`config.mk`:
```
export PLATFORM = sky130hd
export DESIGN_NAME = cfir_cell
export DESIGN_NICKNAME = d
export VERILOG_FILES = /design/src/hw/rtl/cfir_pkg.sv /design/src/hw/rtl/cfir_cell.sv
export SDC_FILE = /design/constraint.sdc
export NUM_CORES = 2
export LEC_CHECK = 0
export BUFFER_PORTS_ARGS = -buffer_cell sky130_fd_sc_hd__buf_2
export CAP_MARGIN = 20
export CORE_MARGIN = 2
export CORE_UTILIZATION = 45
export CTS_BUF_LIST = sky130_fd_sc_hd__clkbuf_2 sky130_fd_sc_hd__clkbuf_4 sky130_fd_sc_hd__clkbuf_8
export DETAILED_ROUTE_END_ITERATION = 6
export GPL_ROUTABILITY_DRIVEN = 0
export GPL_TIMING_DRIVEN = 0
export PLACE_DENSITY_LB_ADDON = 0.15
export SLEW_MARGIN = 20
export SYNTH_ARGS = -nofsm -noshare
export SYNTH_HDL_FRONTEND = slang
export SYNTH_SLANG_ARGS = --single-unit
```
`constraint.sdc`:
```
create_clock -name clock -period 21.2 [get_ports clock]
set_input_delay 3.18 -clock clock [delete_from_list [all_inputs] [get_ports clock]]
set_output_delay 3.18 -clock clock [all_outputs]
set_load 0.1 [all_outputs]
```
`src/hw/rtl/cfir_pkg.sv`:
```
`timescale 1ns / 1ps

package cfir_pkg;

   // Operation codes carried by an input transaction.
   localparam logic OP_SAMPLE = 1'b0;
   localparam logic OP_LOAD   = 1'b1;

   // Fixed field widths.
   localparam int ORDER_W   = 5;
   localparam int TAP_IDX_W = 5;
   localparam int COEFF_W   = 16;
   localparam int OUT_W     = 24;
   localparam int FRAC_BITS = 15;

   // Saturation limits of the result.
   localparam logic [OUT_W-1:0] OUT_MAX = 24'h7F_FFFF;
   localparam logic [OUT_W-1:0] OUT_MIN = 24'h80_0000;

   // Control broadcast from the top level to every cell of the chain.
   typedef struct packed {
      logic                        shift;
      logic                        clear;
      logic                        load;
      logic [TAP_IDX_W-1:0]        tap_index;
      logic signed [COEFF_W-1:0]   coeff_re;
      logic signed [COEFF_W-1:0]   coeff_im;
      logic [ORDER_W-1:0]          order;
   } cell_ctl_type;

endpackage

```
`src/hw/rtl/cfir_cell.sv`:
```
`timescale 1ns / 1ps

module cfir_cell #(
   parameter int CELL_IDX    = 0,
   parameter int SAMPLE_BITS = 16,
   parameter int ACC_W       = 38
) (
   input  logic                           clock,
   input  logic                           reset,
   input  cfir_pkg::cell_ctl_type         ctl,
   input  logic signed [SAMPLE_BITS-1:0]  smp_re_in,
   input  logic signed [SAMPLE_BITS-1:0]  smp_im_in,
   input  logic signed [ACC_W-1:0]        acc_re_in,
   input  logic signed [ACC_W-1:0]        acc_im_in,
   output logic signed [SAMPLE_BITS-1:0]  smp_re_out,
   output logic signed [SAMPLE_BITS-1:0]  smp_im_out,
   output logic signed [ACC_W-1:0]        acc_re_out,
   output logic signed [ACC_W-1:0]        acc_im_out
);

   localparam int MUL_W  = cfir_pkg::COEFF_W + SAMPLE_BITS;
   localparam int PROD_W = MUL_W + 1;

   logic signed [cfir_pkg::COEFF_W-1:0] tap_re_ff, tap_re_in;
   logic signed [cfir_pkg::COEFF_W-1:0] tap_im_ff, tap_im_in;
   logic signed [SAMPLE_BITS-1:0]       smp_re_ff, smp_re_in_nx;
   logic signed [SAMPLE_BITS-1:0]       smp_im_ff, smp_im_in_nx;
   logic signed [MUL_W-1:0]             m_rr, m_ii, m_ri, m_ir;
   logic signed [PROD_W-1:0]            prod_re_ff, prod_re_in;
   logic signed [PROD_W-1:0]            prod_im_ff, prod_im_in;
   logic signed [ACC_W-1:0]             acc_re_ff, acc_re_in_nx;
   logic signed [ACC_W-1:0]             acc_im_ff, acc_im_in_nx;
   logic                                tap_hit;
   logic                                use_tap;

   assign tap_hit = ctl.load && (int'(ctl.tap_index) == CELL_IDX);
   assign use_tap = int'(ctl.order) >= CELL_IDX;

   // Coefficient slot and delay-line stage of this cell.
   always_comb begin
      tap_re_in = tap_re_ff;
      tap_im_in = tap_im_ff;
      if (tap_hit) begin
         tap_re_in = ctl.coeff_re;
         tap_im_in = ctl.coeff_im;
      end
      smp_re_in_nx = smp_re_ff;
      smp_im_in_nx = smp_im_ff;
      if (ctl.shift) begin
         // A new vector starts with empty history; the head cell still takes the sample.
         if (ctl.clear && (CELL_IDX != 0)) begin
            smp_re_in_nx = '0;
            smp_im_in_nx = '0;
         end else begin
            smp_re_in_nx = smp_re_in;
            smp_im_in_nx = smp_im_in;
         end
      end
   end

   always_ff @(posedge clock) begin
      if (reset) begin
         tap_re_ff <= '0;
         tap_im_ff <= '0;
         smp_re_ff <= '0;
         smp_im_ff <= '0;
      end else begin
         tap_re_ff <= tap_re_in;
         tap_im_ff <= tap_im_in;
         smp_re_ff <= smp_re_in_nx;
         smp_im_ff <= smp_im_in_nx;
      end
   end

   // Complex product of the tap and the held sample.
   assign m_rr = tap_re_ff * smp_re_ff;
   assign m_ii = tap_im_ff * smp_im_ff;
   assign m_ri = tap_re_ff * smp_im_ff;
   assign m_ir = tap_im_ff * smp_re_ff;
   assign prod_re_in = {m_rr[MUL_W-1], m_rr} - {m_ii[MUL_W-1], m_ii};
   assign prod_im_in = {m_ri[MUL_W-1], m_ri} + {m_ir[MUL_W-1], m_ir};

   // The partial sum from the neighbor picks up this cell's product when the tap is in use.
   always_comb begin
      acc_re_in_nx = acc_re_in;
      acc_im_in_nx = acc_im_in;
      if (use_tap) begin
         acc_re_in_nx = acc_re_in + {{(ACC_W-PROD_W){prod_re_ff[PROD_W-1]}}, prod_re_ff};
         acc_im_in_nx = acc_im_in + {{(ACC_W-PROD_W){prod_im_ff[PROD_W-1]}}, prod_im_ff};
      end
   end

   always_ff @(posedge clock) begin
      prod_re_ff <= prod_re_in;
      prod_im_ff <= prod_im_in;
      acc_re_ff  <= acc_re_in_nx;
      acc_im_ff  <= acc_im_in_nx;
   end

   assign smp_re_out = smp_re_ff;
   assign smp_im_out = smp_im_ff;
   assign acc_re_out = acc_re_ff;
   assign acc_im_out = acc_im_ff;

endmodule

```
==> reports/qor.yml <==
floorplanning:
  coreArea_mm2: 0.108
  io_pins: 263
  start_util_pct: 45.2
  die_width_um: 334
  die_area_mm2: 0.112
  chipHeight_um: 334
  rows: 121
sta:
  hold_viol: 0
  rsz0062_at_grt: "false"
  final.setup.tns_ns: 0
  finClkSkew_ns: 0.0212
  post-route-period-util_pct: 45.0
  holdWs_ns: 0.448
  worst_slew_pin_slew_ns: 1.30
  relSlewSlack_pct: 13.1
  fin_ws_ns: 11.67
  slew_viol_final: 0
  min_period_ns: 9.53
  fmax_ghz: 0.105
  finalSetupViolCount: 0
job:
  drv_cap: 0
route:
  drtIter0Drc: 3221
  vias_per_cell: 5.25
  first_pass_iters: 6
  wl_per_cell_um: 22.5
  drc: 0
  wl_mm: 157
  drtAntennaViolNets: 0
  vias: 36645
yosys:
  synth_top_cell_by_area: "fa_1"
  async_flop_share_pct: 0
  synth_top_area_share_pct: 48.0
  synth_cell_type_count: 72
  synth-seq-cells: 206
  avgSynthCellArea_um2: 9.38
  synth_area_leaders: "fa_1 (48%), inv_1 (10%), ha_1 (9.8%)"
  synth_seq_area_share_pct: 8.41
  yosys_warnings: 0
  synth_nets: 6940
  synthFlopType: "dfxtp_1"
  synth_cells: 5226
  synth_edf_count: 0
  syn_area_mm2: 0.0490
critical_path:
  cp_common_cell: "fa_1"
  worstPathMaxFanout: 11
  required_ns: 21.75
  critical_path_arrival_ns: 10.09
  crit_path_end_kind: "register"
  critPathMaxStageDelay_ns: 0.94
  cpMaxStageDelayCell: "a2111oi_1"
  path_class: "reg2reg"
  path_cells: "clkbuf_1, nand2_1, inv_1, fa_1, fa_1, inv_1, fa_1, inv_1, fa_1, fa_1, fa_1, fa_1, inv_1, fa_1, inv_1, ha_1, clkbuf_1, nand2_1, a2111oi_1, o21ai_1, a31oi_1, o21a_1, nor2_1, xnor2_1"
  critPathLaunchType: "register"
global_route:
  overflow: 0
  track_usage_pct: 29.0
  grt_pass1_vias: 37495
  grt_max_degree: 16
  antenna_found_initial: 14
  grt_pass1_wl_mm: 235
cts:
  cts_buffer_depth: 3
  cts_sinks: 206
  numCtsBuffers: 42
  htree_num_levels: 2
  insertion_delay_ns: 0.67
  clkSlewWorstSetupHoldPaths_ns: 0.06
  post_cts_resized: 0
  ctsHoldBuffers: 0
  cts_root_buffer: "clkbuf_8"
  cts_tree: "done"
  postCtsSetupBuffers: 0
finish:
  utilization_pct: 48.9
  finalNonFillerCells: 6980
  nets: 7241
  drive_gt1_share_pct: 6.57
  area_growth_syn_to_layout_pct: 8.17
  fin_area_mm2: 0.0530
outcome:
  outcome: "completed"
placed_design:
  io_buffers: 254
  hpwl_mm: 128
  pre_cts_slack_ns: 11.79
  place_area_mm2: 0.0521
  dp.cells: 6895
min_path:
  hold_class: "reg2reg"
power:
  peakVddDrop_uv: 74.7
  p_total_mw: 2.67
  leakage_nw: 26.8
  pwr_density_cell_mw_per_mm2: 50.4
kinds of logic after synthesis:
group	count (synthesis)	synth area share, %
XOR/XNOR	157	2.81
buffers and inverters	1524	11.7
AO/OA/AOI/OAI	378	4.93
AND/OR/NAND/NOR	1368	13.7
adder cells (fa/ha/maj)	1559	57.8
multiplexers	34	0.694
flip-flops	206	8.41
layout by cell type (no fill, tap or decap), types with 15 or more instances in the layout:
| master | n |
|---|---|
| dfxtp_1 | 206 |
| clkbuf_8 | 53 |
| nor2_1 | 129 |
| xnor2_1 | 123 |
| o21ai_1 | 19 |
| inv_1 | 1307 |
| ha_1 | 384 |
| o21a_1 | 18 |
| clkbuf_2 | 15 |
| nor3_1 | 22 |
| a21oi_1 | 150 |
| o21ai_0 | 46 |
| o21bai_1 | 15 |
| a21o_1 | 43 |
| nand3_1 | 22 |
| fa_1 | 1175 |
| nand2b_1 | 34 |
| and3_1 | 23 |
| mux2i_1 | 34 |
| nand2_1 | 597 |
| buf_2 | 257 |
| and2_1 | 493 |
| xor2_1 | 34 |
| clkbuf_1 | 198 |
worst max-delay path, delay by kind of cell, from the launching register on:
kind / cells / cell delay (ns)
AOI/OAI and AO/OA: 4 / 1.66
xor gates and xnor gates: 1 / 0.12
adders and majority gates: 9 / 4.77
buffers and inverters: 7 / 1.66
DFF: 1 / 0.74
and+or+nand+nor: 3 / 0.47
Yosys cell counts, drive strengths merged, types with 13 or more instances:
| library cell | instances |
|---|---|
| inv | 1307 |
| clkbuf | 213 |
| o21a | 18 |
| ha | 384 |
| and2 | 493 |
| and3 | 24 |
| o21ai | 65 |
| o21bai | 15 |
| dfxtp | 206 |
| nand3 | 22 |
| fa | 1175 |
| nand2b | 34 |
| xor2 | 34 |
| nand2 | 597 |
| nor2 | 130 |
| xnor2 | 123 |
| nor3 | 22 |
| a21oi | 152 |
| a21o | 43 |
| nor2b | 13 |
| mux2i | 34 |
report_power, final:
| group | switching (mW) | internal [mW] | total, mW | leakage, nW |
|---|---|---|---|---|
| sequential | 0.0430 | 0.500 | 0.543 | 1.71 |
| combinational | 1.17 | 0.511 | 1.68 | 24.7 |
| clock | 0.201 | 0.247 | 0.448 | 0.470 |
state kept, by name, summed over array words and instances (netlist names):
| name | cells |
|---|---|
| acc_im_out | 38 |
| acc_re_out | 38 |
| prod_im_ff | 33 |
| prod_re_ff | 33 |
| smp_im_out | 16 |
| smp_re_out | 16 |
| tap_im_ff | 16 |
| tap_re_ff | 16 |
routing by layer:
layer	wire length, um	track usage [%]
met5	129	0.391
met4	8110	12.3
met3	19100	10.3
met2	68200	43.5
met1	61400	38.1
layout make-up:
type | instances | area, um2
multi-input combinational | 3496 | 39200
inverter | 1307 | 4910
tap | 1414 | 1770
sequential | 206 | 4120
antenna | 9 | 22.5
fill | 10517 | 55400
clock buffer | 66 | 827
clock inverter | 8 | 50.0
buffer | 217 | 837
timing repair buffer | 257 | 1310
path summary, 6_finish.rpt:
kind	end	start	depth (start not counted)	slack, ns
setup / recovery	prod_re_ff[31]	smp_re_out[0]	24	11.67
hold / removal	acc_re_out[0]	prod_re_ff[0]	1	0.45
setup reg to reg	prod_re_ff[31]	smp_re_out[0]	24	11.67
hold reg to reg	acc_re_out[0]	prod_re_ff[0]	1	0.45
Power figures use the tool's default switching activity.
